$ cat src/qrds_pkg.sv
// Package for the QR data segment encoder: shared types, codes, constants and
// the character and header decode functions. No dependencies.
package qrds_pkg;

  // Default limits handed to the top-level parameters
  localparam int unsigned MAX_DCW_DEF = 2956;
  localparam int unsigned MAX_RES_DEF = 64;

  // Register indexes on the configuration port
  localparam logic [1:0] REG_MODE    = 2'd0;
  localparam logic [1:0] REG_VERSION = 2'd1;
  localparam logic [1:0] REG_DCW     = 2'd2;
  localparam logic [1:0] REG_MLEN    = 2'd3;

  // Coding modes; the unused code behaves as byte mode
  localparam logic [1:0] MODE_NUMERIC = 2'd0;
  localparam logic [1:0] MODE_ALNUM   = 2'd1;
  localparam logic [1:0] MODE_BYTE    = 2'd2;

  // Item kinds
  localparam logic FUNC_CHAR   = 1'b0;
  localparam logic FUNC_FINISH = 1'b1;

  // Pad codewords and counter ceilings
  localparam logic [7:0]  PAD_FIRST  = 8'hEC;
  localparam logic [7:0]  PAD_SECOND = 8'h11;
  localparam logic [14:0] TOTAL_SAT  = 15'h7FFF;
  localparam logic [11:0] CWE_SAT    = 12'hFFF;

  typedef enum logic [1:0] {
    PH_COLLECT,
    PH_PAD,
    PH_DONE
  } phase_t;

  typedef enum logic [3:0] {
    S_IDLE,
    S_PREP1,
    S_PREP2,
    S_HIND,
    S_HCNT,
    S_GRP,
    S_TERM,
    S_ALIGN,
    S_PAD,
    S_FIN
  } seq_state_t;

  typedef struct packed {
    logic [1:0]  mode;
    logic [5:0]  version;
    logic [11:0] dcw;
    logic [12:0] mlen;
  } cfg_t;

  // Sequencer to packer
  typedef struct packed {
    logic       bit_push;
    logic       bit_val;
    logic       byte_push;
    logic [7:0] byte_val;
    logic       clr;
    logic       fin;
    logic       eod;
    logic [1:0] status;
  } pk_cmd_t;

  // Packer to sequencer
  typedef struct packed {
    logic       rdy;
    logic       stg_vld;
    logic       out_free;
    logic [2:0] cnt;
    logic       gen;
  } pk_stat_t;

  // Width of the character count field
  function automatic logic [4:0] count_width(input logic [1:0] mode,
                                             input logic [5:0] version);
    logic [4:0] w;
    unique case (mode)
      MODE_NUMERIC: w = (version < 6'd10) ? 5'd10 : (version < 6'd27) ? 5'd12 : 5'd14;
      MODE_ALNUM:   w = (version < 6'd10) ? 5'd9  : (version < 6'd27) ? 5'd11 : 5'd13;
      default:      w = (version < 6'd10) ? 5'd8  : 5'd16;
    endcase
    return w;
  endfunction

  // Four-bit mode indicator
  function automatic logic [3:0] mode_ind(input logic [1:0] mode);
    logic [3:0] ind;
    unique case (mode)
      MODE_NUMERIC: ind = 4'b0001;
      MODE_ALNUM:   ind = 4'b0010;
      default:      ind = 4'b0100;
    endcase
    return ind;
  endfunction

  // Alphanumeric value: {valid, value}
  function automatic logic [6:0] alnum_value(input logic [7:0] c);
    logic [6:0] r;
    logic [7:0] d;
    d = 8'h00;
    if (c >= 8'h30 && c <= 8'h39) begin
      d = c - 8'h30;
      r = {1'b1, d[5:0]};
    end else if (c >= 8'h41 && c <= 8'h5A) begin
      d = c - 8'h37;
      r = {1'b1, d[5:0]};
    end else begin
      unique case (c)
        8'h20:   r = {1'b1, 6'd36};
        8'h24:   r = {1'b1, 6'd37};
        8'h25:   r = {1'b1, 6'd38};
        8'h2A:   r = {1'b1, 6'd39};
        8'h2B:   r = {1'b1, 6'd40};
        8'h2D:   r = {1'b1, 6'd41};
        8'h2E:   r = {1'b1, 6'd42};
        8'h2F:   r = {1'b1, 6'd43};
        8'h3A:   r = {1'b1, 6'd44};
        default: r = {1'b0, 6'd0};
      endcase
    end
    return r;
  endfunction

endpackage

$ cat src/qrds_pack.sv
// Bit-to-codeword packer: seven-bit shift register, one-deep staging byte and
// the output register of the result channel. Depends on qrds_pkg.
module qrds_pack (
  input  logic               clk,
  input  logic               rst_n,
  input  qrds_pkg::pk_cmd_t  cmd,
  output qrds_pkg::pk_stat_t stat,
  output logic               out_valid,
  input  logic               out_ready,
  output logic [7:0]         out_codeword,
  output logic               out_last_of_run,
  output logic               out_end_of_data,
  output logic [1:0]         out_status_code
);

  logic [6:0] sr_r;
  logic [2:0] cnt_r;
  logic [7:0] stg_r;
  logic       stg_vld_r;
  logic       out_vld_r;
  logic [7:0] ocw_r;
  logic       olast_r;
  logic       oeod_r;
  logic [1:0] ost_r;

  logic       out_free;
  logic       gen;
  logic       move;
  logic [7:0] new_byte;

  // Handshake side conditions
  assign out_free = !out_vld_r || out_ready;
  assign gen      = (cmd.bit_push && (cnt_r == 3'd7)) || cmd.byte_push;
  assign move     = stg_vld_r && out_free && (gen || cmd.fin);
  assign new_byte = cmd.byte_push ? cmd.byte_val : {sr_r, cmd.bit_val};

  assign stat.rdy      = !stg_vld_r || out_free;
  assign stat.stg_vld  = stg_vld_r;
  assign stat.out_free = out_free;
  assign stat.cnt      = cnt_r;
  assign stat.gen      = gen;

  // Control state: bit count, staging and output valid
  always_ff @(posedge clk) begin
    if (!rst_n) begin
      cnt_r     <= 3'd0;
      stg_vld_r <= 1'b0;
      out_vld_r <= 1'b0;
    end else begin
      if (cmd.clr) begin
        cnt_r <= 3'd0;
      end else if (cmd.bit_push) begin
        cnt_r <= cnt_r + 3'd1;
      end
      if (gen) begin
        stg_vld_r <= 1'b1;
      end else if (move) begin
        stg_vld_r <= 1'b0;
      end
      if (move) begin
        out_vld_r <= 1'b1;
      end else if (out_ready) begin
        out_vld_r <= 1'b0;
      end
    end
  end

  // Payload: shift bits in, hold staged byte, load the output register
  always_ff @(posedge clk) begin
    if (cmd.clr) begin
      sr_r <= 7'd0;
    end else if (cmd.bit_push) begin
      sr_r <= {sr_r[5:0], cmd.bit_val};
    end
    if (gen) begin
      stg_r <= new_byte;
    end
    if (move) begin
      ocw_r   <= stg_r;
      olast_r <= cmd.fin;
      oeod_r  <= cmd.fin && cmd.eod;
      ost_r   <= cmd.status;
    end
  end

  assign out_valid       = out_vld_r;
  assign out_codeword    = ocw_r;
  assign out_last_of_run = olast_r;
  assign out_end_of_data = oeod_r;
  assign out_status_code = ost_r;

endmodule

$ cat src/qrds_seq.sv
// Item sequencer: group arithmetic, stream state and the bit-serial walk over
// header, group, terminator, alignment and pad codewords. Depends on qrds_pkg.
module qrds_seq #(
  parameter int unsigned MAX_DATA_CODEWORDS    = qrds_pkg::MAX_DCW_DEF,
  parameter int unsigned MAX_RESULTS_PER_FLUSH = qrds_pkg::MAX_RES_DEF
) (
  input  logic               clk,
  input  logic               rst_n,
  input  qrds_pkg::cfg_t     cfg,
  input  logic               in_valid,
  output logic               in_ready,
  input  logic               in_func,
  input  logic [7:0]         in_char_code,
  input  qrds_pkg::pk_stat_t pk_stat,
  output qrds_pkg::pk_cmd_t  pk_cmd
);

  localparam int unsigned KW = $clog2(MAX_RESULTS_PER_FLUSH + 1);
  localparam logic [11:0] CapMax = 12'(MAX_DATA_CODEWORDS);
  localparam logic [KW-1:0] KMax = KW'(MAX_RESULTS_PER_FLUSH);

  qrds_pkg::seq_state_t state_r, state_nxt;
  qrds_pkg::phase_t     phase_r;

  logic          func_r;
  logic [7:0]    chr_r;
  logic [9:0]    pend_r;
  logic [1:0]    psize_r;
  logic          hdr_sent_r;
  logic [11:0]   cwe_r;
  logic [14:0]   total_r;
  logic          pad_tgl_r;
  logic [1:0]    flags_r;
  logic [10:0]   gv_r;
  logic [3:0]    gw_r;
  logic [14:0]   t1_r;
  logic          hdr_go_r;
  logic [2:0]    term_r;
  logic [4:0]    bidx_r, bidx_nxt;
  logic [KW-1:0] k_r;
  logic          eod_r;

  logic        accept, restart, is_fin, work, seg_end, pad_run, bit_state;
  logic [11:0] cap;
  logic [14:0] capbits;
  logic [4:0]  cw;
  logic        hdr_need;
  logic [4:0]  hdr_add;
  logic        digit_ok;
  logic [7:0]  dsub;
  logic [6:0]  aval;
  logic [13:0] pend10w;
  logic [15:0] p45w;
  logic [9:0]  pend_nxt;
  logic [1:0]  psize_nxt;
  logic [10:0] gv_nxt;
  logic [3:0]  gw_nxt;
  logic        inv;
  logic [15:0] t1_sum;
  logic [14:0] t1_nxt;
  logic        ovf;
  logic [14:0] diff;
  logic [2:0]  term_nxt;
  logic [2:0]  align_w;
  logic [15:0] sel_vec;
  logic [4:0]  bm1w;

  // Common conditions
  assign in_ready  = (state_r == qrds_pkg::S_IDLE);
  assign accept    = in_valid && in_ready;
  assign restart   = accept && (in_func == qrds_pkg::FUNC_CHAR) &&
                     (phase_r != qrds_pkg::PH_COLLECT);
  assign is_fin    = (func_r == qrds_pkg::FUNC_FINISH);
  assign work      = !is_fin || (phase_r == qrds_pkg::PH_COLLECT);
  assign seg_end   = (bidx_r == 5'd0);
  assign cap       = (cfg.dcw > CapMax) ? CapMax : cfg.dcw;
  assign capbits   = {cap, 3'b000};
  assign pad_run   = (cwe_r < cap) && (k_r < KMax);
  assign bit_state = (state_r == qrds_pkg::S_HIND) || (state_r == qrds_pkg::S_HCNT) ||
                     (state_r == qrds_pkg::S_GRP) || (state_r == qrds_pkg::S_TERM) ||
                     (state_r == qrds_pkg::S_ALIGN);
  assign align_w   = 3'd0 - pk_stat.cnt;

  // Header and group arithmetic for the captured item
  always_comb begin
    cw        = qrds_pkg::count_width(cfg.mode, cfg.version);
    hdr_need  = !hdr_sent_r && work;
    hdr_add   = hdr_need ? (5'd4 + cw) : 5'd0;
    digit_ok  = (chr_r >= 8'h30) && (chr_r <= 8'h39);
    dsub      = chr_r - 8'h30;
    aval      = qrds_pkg::alnum_value(chr_r);
    pend10w   = {1'b0, pend_r, 3'b000} + {3'b000, pend_r, 1'b0} + {10'd0, dsub[3:0]};
    p45w      = {1'b0, pend_r, 5'd0} + {3'b000, pend_r, 3'd0} + {4'd0, pend_r, 2'd0} +
                {6'd0, pend_r} + {10'd0, aval[5:0]};
    pend_nxt  = pend_r;
    psize_nxt = psize_r;
    gv_nxt    = 11'd0;
    gw_nxt    = 4'd0;
    inv       = 1'b0;
    if (!is_fin) begin
      unique case (cfg.mode)
        qrds_pkg::MODE_NUMERIC: begin
          if (!digit_ok) begin
            inv = 1'b1;
          end else if (psize_r == 2'd2) begin
            gv_nxt    = {1'b0, pend10w[9:0]};
            gw_nxt    = 4'd10;
            pend_nxt  = 10'd0;
            psize_nxt = 2'd0;
          end else begin
            pend_nxt  = pend10w[9:0];
            psize_nxt = psize_r + 2'd1;
          end
        end
        qrds_pkg::MODE_ALNUM: begin
          if (!aval[6]) begin
            inv = 1'b1;
          end else if (psize_r == 2'd0) begin
            pend_nxt  = {4'd0, aval[5:0]};
            psize_nxt = 2'd1;
          end else begin
            gv_nxt    = p45w[10:0];
            gw_nxt    = 4'd11;
            pend_nxt  = 10'd0;
            psize_nxt = 2'd0;
          end
        end
        default: begin
          gv_nxt = {3'b000, chr_r};
          gw_nxt = 4'd8;
        end
      endcase
    end else begin
      // Flush the partial group
      gv_nxt    = {1'b0, pend_r};
      pend_nxt  = 10'd0;
      psize_nxt = 2'd0;
      unique case (cfg.mode)
        qrds_pkg::MODE_NUMERIC: begin
          if (psize_r == 2'd2) begin
            gw_nxt = 4'd7;
          end else if (psize_r == 2'd1) begin
            gw_nxt = 4'd4;
          end
        end
        qrds_pkg::MODE_ALNUM: begin
          if (psize_r != 2'd0) begin
            gw_nxt = 4'd6;
          end
        end
        default: gw_nxt = 4'd0;
      endcase
    end
    t1_sum = {1'b0, total_r} + {11'd0, hdr_add} + {12'd0, gw_nxt};
    t1_nxt = t1_sum[15] ? qrds_pkg::TOTAL_SAT : t1_sum[14:0];
  end

  // Overflow flag and terminator length
  always_comb begin
    ovf      = (t1_r > capbits);
    diff     = capbits - t1_r;
    term_nxt = (ovf || (diff > 15'd4)) ? 3'd4 : diff[2:0];
  end

  // Next state
  always_comb begin
    state_nxt = state_r;
    unique case (state_r)
      qrds_pkg::S_IDLE:  if (accept) state_nxt = qrds_pkg::S_PREP1;
      qrds_pkg::S_PREP1: state_nxt = qrds_pkg::S_PREP2;
      qrds_pkg::S_PREP2: begin
        if (is_fin && (phase_r == qrds_pkg::PH_DONE)) begin
          state_nxt = qrds_pkg::S_FIN;
        end else if (is_fin && (phase_r == qrds_pkg::PH_PAD)) begin
          state_nxt = qrds_pkg::S_PAD;
        end else if (hdr_go_r) begin
          state_nxt = qrds_pkg::S_HIND;
        end else begin
          state_nxt = qrds_pkg::S_GRP;
        end
      end
      qrds_pkg::S_HIND:  if (seg_end) state_nxt = qrds_pkg::S_HCNT;
      qrds_pkg::S_HCNT:  if (seg_end) state_nxt = qrds_pkg::S_GRP;
      qrds_pkg::S_GRP: begin
        if (seg_end) state_nxt = is_fin ? qrds_pkg::S_TERM : qrds_pkg::S_FIN;
      end
      qrds_pkg::S_TERM:  if (seg_end) state_nxt = qrds_pkg::S_ALIGN;
      qrds_pkg::S_ALIGN: if (seg_end) state_nxt = qrds_pkg::S_PAD;
      qrds_pkg::S_PAD:   if (!pad_run) state_nxt = qrds_pkg::S_FIN;
      qrds_pkg::S_FIN: begin
        if (!pk_stat.stg_vld || pk_stat.out_free) state_nxt = qrds_pkg::S_IDLE;
      end
      default: state_nxt = qrds_pkg::S_IDLE;
    endcase
  end

  // Outputs: pick the next stream bit or pad codeword
  always_comb begin
    unique case (state_r)
      qrds_pkg::S_HIND: sel_vec = {12'd0, qrds_pkg::mode_ind(cfg.mode)};
      qrds_pkg::S_HCNT: sel_vec = {3'd0, cfg.mlen};
      qrds_pkg::S_GRP:  sel_vec = {5'd0, gv_r};
      default:          sel_vec = 16'd0;
    endcase
    bm1w             = bidx_r - 5'd1;
    pk_cmd           = '0;
    pk_cmd.bit_push  = bit_state && !seg_end && pk_stat.rdy;
    pk_cmd.bit_val   = sel_vec[bm1w[3:0]];
    pk_cmd.byte_push = (state_r == qrds_pkg::S_PAD) && pad_run && pk_stat.rdy;
    pk_cmd.byte_val  = pad_tgl_r ? qrds_pkg::PAD_SECOND : qrds_pkg::PAD_FIRST;
    pk_cmd.clr       = restart;
    pk_cmd.fin       = (state_r == qrds_pkg::S_FIN);
    pk_cmd.eod       = eod_r;
    pk_cmd.status    = flags_r;
  end

  // Segment bit counter
  always_comb begin
    bidx_nxt = bidx_r;
    if (state_r == qrds_pkg::S_PREP2) begin
      bidx_nxt = hdr_go_r ? 5'd4 : {1'b0, gw_r};
    end else if (bit_state && seg_end) begin
      unique case (state_r)
        qrds_pkg::S_HIND: bidx_nxt = cw;
        qrds_pkg::S_HCNT: bidx_nxt = {1'b0, gw_r};
        qrds_pkg::S_GRP:  bidx_nxt = {2'd0, term_r};
        qrds_pkg::S_TERM: bidx_nxt = {2'd0, align_w};
        default:          bidx_nxt = 5'd0;
      endcase
    end else if (pk_cmd.bit_push) begin
      bidx_nxt = bidx_r - 5'd1;
    end
  end

  // Control and stream state
  always_ff @(posedge clk) begin
    if (!rst_n) begin
      state_r    <= qrds_pkg::S_IDLE;
      phase_r    <= qrds_pkg::PH_COLLECT;
      pend_r     <= 10'd0;
      psize_r    <= 2'd0;
      hdr_sent_r <= 1'b0;
      cwe_r      <= 12'd0;
      total_r    <= 15'd0;
      pad_tgl_r  <= 1'b0;
      flags_r    <= 2'd0;
      bidx_r     <= 5'd0;
      k_r        <= '0;
      eod_r      <= 1'b0;
    end else begin
      state_r <= state_nxt;
      bidx_r  <= bidx_nxt;
      if (accept) begin
        k_r   <= '0;
        eod_r <= 1'b0;
      end
      // Drop the finished stream when a new message starts
      if (restart) begin
        phase_r    <= qrds_pkg::PH_COLLECT;
        pend_r     <= 10'd0;
        psize_r    <= 2'd0;
        hdr_sent_r <= 1'b0;
        cwe_r      <= 12'd0;
        total_r    <= 15'd0;
        pad_tgl_r  <= 1'b0;
        flags_r    <= 2'd0;
      end
      if ((state_r == qrds_pkg::S_PREP1) && work) begin
        pend_r     <= pend_nxt;
        psize_r    <= psize_nxt;
        flags_r[0] <= flags_r[0] | inv;
      end
      if (state_r == qrds_pkg::S_PREP2) begin
        if (work) flags_r[1] <= flags_r[1] | ovf;
        hdr_sent_r <= hdr_sent_r | hdr_go_r;
      end
      if (pk_cmd.bit_push && (total_r != qrds_pkg::TOTAL_SAT)) begin
        total_r <= total_r + 15'd1;
      end
      if (pk_stat.gen) begin
        k_r <= k_r + 1'b1;
        if (cwe_r != qrds_pkg::CWE_SAT) cwe_r <= cwe_r + 12'd1;
      end
      if (pk_cmd.byte_push) begin
        pad_tgl_r <= ~pad_tgl_r;
      end
      if ((state_r == qrds_pkg::S_ALIGN) && seg_end) begin
        phase_r <= qrds_pkg::PH_PAD;
      end
      // Close the stream once capacity is reached
      if ((state_r == qrds_pkg::S_PAD) && !pad_run && (cwe_r >= cap)) begin
        phase_r <= qrds_pkg::PH_DONE;
        eod_r   <= 1'b1;
      end
    end
  end

  // Item payload and precomputed segment values
  always_ff @(posedge clk) begin
    if (accept) begin
      func_r <= in_func;
      chr_r  <= in_char_code;
    end
    if (state_r == qrds_pkg::S_PREP1) begin
      gv_r     <= gv_nxt;
      gw_r     <= gw_nxt;
      t1_r     <= t1_nxt;
      hdr_go_r <= hdr_need;
    end
    if (state_r == qrds_pkg::S_PREP2) begin
      term_r <= term_nxt;
    end
  end

endmodule

$ cat src/qr_data_segment_encoder.sv
// QR data segment encoder, top level: configuration registers, sequencer and
// packer. Depends on qrds_pkg, qrds_seq and qrds_pack.
//
// Usage: write coding_mode, symbol_version, data_codewords and message_length
// on the cfg_ port (index 0..3) while the block is idle, then send one item
// per character (in_func = 0) and one or more finish items (in_func = 1).
// Both channels use valid/ready; one transfer moves one item or one codeword.
// The stream is built one bit per cycle, while the packer is ready, through a
// shift register, and the codewords leave through a one-byte staging stage and
// an output register. A character item passes setup states S_PREP1 and S_PREP2,
// then sends its bits segment by segment (header indicator 4 bits, count 8..16
// bits, group 0..11 bits), and releases its last codeword in S_FIN. A finish
// item adds terminator and alignment bits the same way, then one pad codeword
// per cycle while the packer is ready, at most MAX_RESULTS_PER_FLUSH results.
// A complete byte waits in staging until the next byte completes or the item ends.
// Reset restores the register defaults and clears the stream state.
// When the receiver stalls, the output register and staging byte fill and the
// bit shifting stops until out_ready returns; no codeword is lost.
module qr_data_segment_encoder #(
  parameter int unsigned MAX_DATA_CODEWORDS    = qrds_pkg::MAX_DCW_DEF,
  parameter int unsigned MAX_RESULTS_PER_FLUSH = qrds_pkg::MAX_RES_DEF
) (
  input  logic        clk,
  input  logic        rst_n,
  input  logic        cfg_we,
  input  logic [1:0]  cfg_index,
  input  logic [12:0] cfg_data,
  input  logic        in_valid,
  output logic        in_ready,
  input  logic        in_func,
  input  logic [7:0]  in_char_code,
  output logic        out_valid,
  input  logic        out_ready,
  output logic [7:0]  out_codeword,
  output logic        out_last_of_run,
  output logic        out_end_of_data,
  output logic [1:0]  out_status_code
);

  qrds_pkg::cfg_t     cfg_r;
  qrds_pkg::pk_cmd_t  pk_cmd;
  qrds_pkg::pk_stat_t pk_stat;

  // Configuration registers
  always_ff @(posedge clk) begin
    if (!rst_n) begin
      cfg_r.mode    <= qrds_pkg::MODE_BYTE;
      cfg_r.version <= 6'd1;
      cfg_r.dcw     <= 12'd19;
      cfg_r.mlen    <= 13'd0;
    end else if (cfg_we) begin
      unique case (cfg_index)
        qrds_pkg::REG_MODE:    cfg_r.mode    <= cfg_data[1:0];
        qrds_pkg::REG_VERSION: cfg_r.version <= cfg_data[5:0];
        qrds_pkg::REG_DCW:     cfg_r.dcw     <= cfg_data[11:0];
        qrds_pkg::REG_MLEN:    cfg_r.mlen    <= cfg_data;
        default: ;
      endcase
    end
  end

  qrds_seq #(
    .MAX_DATA_CODEWORDS    (MAX_DATA_CODEWORDS),
    .MAX_RESULTS_PER_FLUSH (MAX_RESULTS_PER_FLUSH)
  ) u_seq (
    .clk          (clk),
    .rst_n        (rst_n),
    .cfg          (cfg_r),
    .in_valid     (in_valid),
    .in_ready     (in_ready),
    .in_func      (in_func),
    .in_char_code (in_char_code),
    .pk_stat      (pk_stat),
    .pk_cmd       (pk_cmd)
  );

  qrds_pack u_pack (
    .clk             (clk),
    .rst_n           (rst_n),
    .cmd             (pk_cmd),
    .stat            (pk_stat),
    .out_valid       (out_valid),
    .out_ready       (out_ready),
    .out_codeword    (out_codeword),
    .out_last_of_run (out_last_of_run),
    .out_end_of_data (out_end_of_data),
    .out_status_code (out_status_code)
  );

  // The stream end always closes an item's run
  a_eod_is_last: assert property (@(posedge clk) disable iff (!rst_n)
    out_valid && out_end_of_data |-> out_last_of_run)
    else $error("end_of_data without last_of_run");

  // One item at a time: no new transfer right after an accepted one
  a_one_item: assert property (@(posedge clk) disable iff (!rst_n)
    in_valid && in_ready |=> !in_ready)
    else $error("input accepted while previous item in work");

  // A new item never starts with a codeword still staged
  a_stage_empty: assert property (@(posedge clk) disable iff (!rst_n)
    in_ready |-> !pk_stat.stg_vld)
    else $error("staged codeword left over at item start");

  // Bits and pad codewords are never pushed in the same cycle
  a_push_excl: assert property (@(posedge clk) disable iff (!rst_n)
    !(pk_cmd.bit_push && pk_cmd.byte_push))
    else $error("bit and pad codeword pushed together");

endmodule

$ cat config.mk
export PLATFORM = sky130hd
export DESIGN_NAME = qr_data_segment_encoder
export DESIGN_NICKNAME = d
export VERILOG_FILES = /design/src/qrds_pkg.sv /design/src/qrds_pack.sv /design/src/qrds_seq.sv /design/src/qr_data_segment_encoder.sv
export SDC_FILE = /design/constraint.sdc
export NUM_CORES = 1
export LEC_CHECK = 0
export ABC_AREA = 0
export CORE_MARGIN = 1.5
export CORE_UTILIZATION = 30
export DETAILED_ROUTE_END_ITERATION = 10
export DONT_BUFFER_PORTS = 1
export GPL_TIMING_DRIVEN = 0
export PLACE_DENSITY_LB_ADDON = 0.05
export SYNTH_ARGS = -nofsm -noshare
export SYNTH_HDL_FRONTEND = slang
export SYNTH_SLANG_ARGS = --single-unit
export TNS_END_PERCENT = 10
$ cat constraint.sdc
create_clock -name clk -period 8.57 [get_ports clk]
set_clock_uncertainty 0.2 [all_clocks]
set_input_delay 2.571 -clock clk [delete_from_list [all_inputs] [get_ports clk]]
set_output_delay 2.571 -clock clk [all_outputs]
set_load 0.03 [all_outputs]
After elaboration in Yosys (flattened, before gate mapping). Index checks and enable logic that the tools add are counted. Widths: inputs -> output; s select.

Bits in registers: 170. Input bits: 29. Output and inout bits: 14. Logic and storage cells: 272.

Add/sub/neg operators: 19. $lt $le $gt $ge: 13. Equality and inequality tests: 40. Muxes and demuxes: 93. Bitwise operators: 6. Reductions and logical operators: 66.

Operators by type and width (count): $mux 10 (8); $eq 8x6->1 const B (9); $mux 4 (18); $pmux 7 s9 (1); $mux 12 (4); $pmux 4 s10 (1); $pmux 13 s3 (1); $mux 5 (7); $mux 11 (3); $mux 15 (2); $mux 7 (4); $logic_and 1x1->1 (23); $add 11x11->11 (2); $pmux 11 s2 (1); $reduce_bool 2->1 (11); $mux 2 (10); $pmux 10 s2 (1); $pmux 5 s4 (1); $mux 1 (17); $add 15x5->16 (1); $add 16x4->16 (1); $eq 4x3->1 const B (4); $mux 8 (2); $pmux 4 s2 (2); 58 further kinds (103).

Logic depth before layout (Yosys ltp).
Word-level depth: 13. Mapped depth: 22. Depth with buffers taken out: 22.

Hierarchy. From an unflattened synthesis, not the netlist that was laid out.

Cell total of the unflattened synthesis: 1220. Area, all modules: 11209.5 um^2.

By module, submodules not included: qrds_seq (instances 1, cells each 1014, area an instance 8704.6 um^2); qr_data_segment_encoder (instances 1, cells each 127, area an instance 1268.7 um^2); qrds_pack (instances 1, cells each 79, area an instance 1236.2 um^2).

Worst setup path after synthesis. OpenSTA, ideal clock, no wires.

Path type: reg-to-reg. From: register u_seq.chr_r[0]. To: register u_seq.gv_r[9], data pin. Library setup time: 180 ps. Data arrival time: 4511 ps. Data required time: 8190 ps. Setup slack: 3679 ps. Cell stages (with the launch flop): 19. Path buffers: 0. Clock period less this slack: 4891 ps. Cell sequence: edfxtp_1 inv_1 ha_1 nor4b_1 o21ai_1 o2111ai_2 or3b_1 a31o_2 fa_1 fa_1 fa_1 ha_1 nor2b_1 o21ai_0 a21boi_0 o21ai_0 nand2b_1 xnor2_1 o311ai_1.

Word-level cells in the longest chain between the ends: 9.

RTL lines: start, declared (line qrds_seq.sv:26) `logic [7:0] chr_r;`; start signal, assigned (line qrds_seq.sv:302) `chr_r <= in_char_code;`; $ge 8x7->1, or another cell as far along (line qrds_pkg.sv:108) `end else if (c >= 8'h41 && c <= 8'h5A) begin`; $logic_and 1x1->1 / $pmux 7 s9 (equally long branches) (line qrds_pkg.sv:108, qrds_pkg.sv:112); $mux 7 (line qrds_pkg.sv:108); $mux 7 (line qrds_pkg.sv:105) `if (c >= 8'h30 && c <= 8'h39) begin`; $add 11x6->11 (line qrds_seq.sv:94) `{6'd0, pend_r} + {10'd0, aval[5:0]};`; $mux 11 (line qrds_seq.sv:118) `end else if (psize_r == 2'd0) begin`; $mux 11 (line qrds_seq.sv:116) `if (!aval[6]) begin`; $pmux 11 s2 (*) (line qrds_seq.sv:101) `unique case (cfg.mode)`; $mux 10 (*) (line qrds_seq.sv:100) `if (!is_fin) begin`; named net u_seq.gv_nxt[9] (line qrds_seq.sv:56) `logic [10:0] gv_nxt;`; end signal, assigned (line qrds_seq.sv:305) `gv_r <= gv_nxt;`; end, declared (line qrds_seq.sv:34) `logic [10:0] gv_r;`.

The timed path passes the listed nets; every way through them passes the cells marked *. A chain may end at the register's enable or synchronous reset.

Final worst setup path.
From: register u_seq.chr_r[4]. To: register u_seq.t1_r[10], data pin.

Word-level cells in the longest chain between the ends: 8.

RTL lines: $ge 8x7->1, or another cell as far along (line qrds_pkg.sv:108); $logic_and 1x1->1 / $pmux 7 s9 (equally long branches) (line qrds_pkg.sv:108, qrds_pkg.sv:112); $mux 7 (line qrds_pkg.sv:108); $mux 7 (line qrds_pkg.sv:105); $mux 4 (line qrds_seq.sv:116); $pmux 4 s2 (*) (line qrds_seq.sv:101); $mux 4 (*) (line qrds_seq.sv:100); named net u_seq.gw_nxt[1] (line qrds_seq.sv:57) `logic [3:0] gw_nxt;`; $add 16x4->16 (*) (line qrds_seq.sv:154) `t1_sum = {1'b0, total_r} + {11'd0, hdr_add} + {12'd0, gw_nxt};`; end signal, assigned (line qrds_seq.sv:307) `t1_r <= t1_nxt;`; end, declared (line qrds_seq.sv:36) `logic [14:0] t1_r;`.

Marked as above.

==> out/qor.yml <==
pwr:
  powerDensity_nw_per_um2: 231
  p_int_mw: 1.74
  p_clk_frac: 0.263
  switching_share: 0.399
  seqPwrFrac: 0.366
  p_switching_mw: 1.15
  power.leakage_nw: 4.92
  p_comb_frac: 0.371
  irDropWorstVdd_mv: 0.250
cts:
  cts_setup_buffers: 0
  cts_made_buffers: 17
  clock_sinks: 170
  cts_root_buffer: "clkbuf_16"
  cts.repair.resized: 0
  htreeDepth: 4
  clk_path_buf_depth: 2
  clk_latency_ns: 0.45
  cts_tree: "done"
  cts_hold_buf: 0
  clk_pin_slew_ns: 0.07
yosys:
  yosys-top-cells-area: "dfxtp_1 (19%), edfxtp_1 (17%), ha_1 (9.4%), nand2_1 (5.6%), a21oi_1 (5.0%)"
  synthXorXnorAreaFrac: 0.0303
  synth_commonest_cells: "nand2_1 (168), a21oi_1 (112), dfxtp_1 (107)"
  synth_top_family_by_area: "simple AND/OR/NAND/NOR gates"
  netlist.area_leader.share: 0.190
  syn_avg_cell_area_sq_um: 8.67
  yosysMostFrequentCell: "nand2_1"
  seq_area_frac_synth: 0.357
  synthMuxAreaShare: 0.0129
  ys_seq_elements: 170
  synth_flop_cell: "dfxtp_1"
  synthAdderAreaFrac: 0.137
  synth_top_cell_by_area: "dfxtp_1"
  synth-edff-count: 63
  async_flop_share: 0
  synth-simple-area-share: 0.221
  netlist_area_sq_um: 11300
  syn_inst: 1302
  synth-compound-area-share: 0.193
  yosysWarnings: 0
  synth_nets: 1440
  synth.distinct_cells: 81
run:
  drv_cap: 0
global_routing:
  track_usage: 0.193
  grt_pass1_vias: 9311
  grt_overflow: 0
  antenna_found_initial: 0
  grt_start_max_net_pins: 18
  grt_pass1_wl_microns: 56300
timing:
  final_max_slew_viol_count: 0
  tightest_slew_ns: 1.34
  slew_headroom: 0.101
  finalCritPeriodShare: 0.719
  rsz0062_at_grt: "no"
  fmax_ghz: 0.162
  holdWs_ns: 0.222
  finalSetupTns_ns: 0
  hold_violations: 0
  fin_crit_ns: 6.16
  setup_violations: 0
floorplan:
  fp.dieH_microns: 197
  rows: 70
  core-area_sq_um: 36900
  start_util: 0.306
  dieArea_sq_um: 38800
  die_w_microns: 197
  ios: 43
final_layout:
  drive_above_1_share: 0.0561
  fillerInstances: 3923
  diodes: 0
  synthToLayoutAreaGrowth_pct: 10.8
  nNetsFinal: 1461
route:
  vias: 9599
  drtIter0Drc: 665
  post_drt_wl_per_cell_microns: 19.6
  via_per_inst: 5.22
  drc_errors: 0
  finalWirelength_microns: 36100
  drtAntennaViolNets: 0
  firstDrtPassIters: 6
placement:
  dpl.hpwl_microns: 28100
  port-buffer-count: 0
  globalplace.congestion: 0.824
worst_hold_path:
  hold_start: "u_pack.stg_r[1]$_SDFFCE_PP0N_"
  hold_class: "register to register"
  hold_depth: 0
  holdPathEnd: "u_pack.out_codeword[1]$_DFFE_PP_"
setup_path:
  critPathArrivalTime_ns: 6.17
  crit_buf_inv: 5
  cp_top_family: "compound AO/OA/AOI/OAI gates"
  cpMostUsedCell: "o21a_1"
  regToRegStartpoint: "u_seq.chr_r[4]$_DFFE_PP_"
  path_max_fanout: 10
  worstSetupEndpointType: "register"
  worstReg2RegEnd: "u_seq.t1_r[10]$_SDFFCE_PP1N_"
  required_ns: 8.58
  critPathMaxStageDelay_ns: 0.64
  crit_slowest_cell: "a311oi_1"
  rrSetupSlack_ns: 2.41
  path_cells: "ha_1 -> or3b_1 -> clkbuf_1 -> a21oi_1 -> clkbuf_1 -> o21a_1 -> buf_2 -> nor3_1 -> a311oi_1 -> fa_1 -> ha_1 -> inv_1 -> fa_1 -> nor2b_1 -> o21a_1 -> o21a_1 -> o211ai_1 -> or2_2 -> clkbuf_1 -> nand3_1 -> o21a_1"
  start_kind: "register"
  reg2reg_depth: 21
  crit_type: "register to register"
run_status:
  status: "complete, no violations"
-- registers in the layout, summed over array words and instances (netlist names), 2 cells and up --
register and cells:
u_pack.stg_r 8, u_seq.state_r 4, u_pack.cnt_r 3, u_seq.flags_r 2, u_seq.chr_r 8, u_seq.total_r 15, u_pack.out_status_code 2, u_seq.cwe_r 12
u_seq.phase_r 2, u_seq.gv_r 11, u_pack.out_codeword 8, u_seq.k_r 7, u_seq.psize_r 2, u_seq.t1_r 15, u_pack.sr_r 7, u_seq.pend_r 10
u_seq.gw_r 4, u_seq.term_r 3, u_seq.bidx_r 5, cfg_r 33
-- power by group through the flow --
stage | logic, mW | clock network [mW] | registers, mW
final | 1.07 | 0.760 | 1.06
after global routing | 1.21 | 0.814 | 1.07
after CTS | 1.07 | 0.785 | 1.06
after detailed placement | 1.07 | 0 | 1.07
after global placement | 1.06 | 0 | 1.08
after floorplan | 0.774 | 0 | 1.04
-- layout by cell type, fill, tap and decap left out, drive strengths merged, types with 14 or more instances in the layout --
master  count
nand2     168
a21oi     113
dfxtp     107
inv        90
ha         85
nor2       84
o21ai      72
edfxtp     63
clkbuf     61
nand3      50
nor3       28
xnor2      25
fa         24
nand4      21
and3       20
nand2b     19
buf        19
a21o       17
a31oi      16
nor2b      15
o21a       14
xor2       14
or3        14
-- logic make-up after synthesis --
| logic type | after synthesis |
|---|---|
| compound gates | 339 |
| xor+xnor | 39 |
| simple gates | 489 |
| buf+inv | 142 |
| fa+ha+maj | 109 |
| flops | 170 |
| mux | 14 |
-- per-stage QoR --
step	total power [mW]	std cells	setup slack, ns	util	area, sq um
finish	2.89	1840	2.41	0.339	12500
global route	3.09	1840	2.00	0.339	12500
CTS	2.92	1840	2.37	0.339	12500
detailed placement	2.14	1808	2.38	0.324	11900
global placement	2.14	1806	2.40	0.323	11900
floorplan	1.82	1302	3.68	-	11300
-- per-layer routing --
layer  up-vias  track usage  part of all wire
met2       206        0.291              0.43
met4         0       0.0441             0.014
met1      4613        0.283              0.51
li1       4748            -                 -
met5         -            0                 0
met3        32       0.0358             0.040
-- worst register-to-register path: cells and delay by family (launching register included) --
kind | cells | cell delay, ns
simple gates | 5 | 0.83
fa+ha+maj | 4 | 1.11
flops | 1 | 0.58
buf+inv | 5 | 1.25
compound gates | 7 | 1.96
-- how the worst max path moves through the flow --
stage / from / end / slack [ns] / cells after the start
6_report: u_seq.chr_r[4]$_DFFE_PP_ / u_seq.t1_r[10]$_SDFFCE_PP1N_ / 2.41 / 21
5_1_grt: u_seq.chr_r[4]$_DFFE_PP_ / u_seq.t1_r[10]$_SDFFCE_PP1N_ / 2.00 / 21
4_1_cts: u_seq.chr_r[4]$_DFFE_PP_ / u_seq.t1_r[10]$_SDFFCE_PP1N_ / 2.37 / 21
3_5_place_dp: u_seq.chr_r[4]$_DFFE_PP_ / u_seq.t1_r[10]$_SDFFCE_PP1N_ / 2.38 / 21
3_3_place_gp: u_seq.chr_r[4]$_DFFE_PP_ / u_seq.t1_r[10]$_SDFFCE_PP1N_ / 2.40 / 21
2_1_floorplan: u_seq.chr_r[0]$_DFFE_PP_ / u_seq.gv_r[9]$_DFFE_PN_ / 3.68 / 18
-- area by class of cell --
type / count / area (sq um) / share of cell area
Clock buffer: 19 / 454 / 0.0363
Timing Repair Buffer: 2 / 22.5 / 0.00180
Clock inverter: 13 / 106 / 0.00850
Sequential cell: 170 / 4030 / 0.323
Tap cell: 504 / 631 / 0.0504
Multi-Input combinational cell: 990 / 6710 / 0.537
Buffer: 59 / 235 / 0.0188
Inverter: 83 / 312 / 0.0249
(Power assumes the default switching activity.)
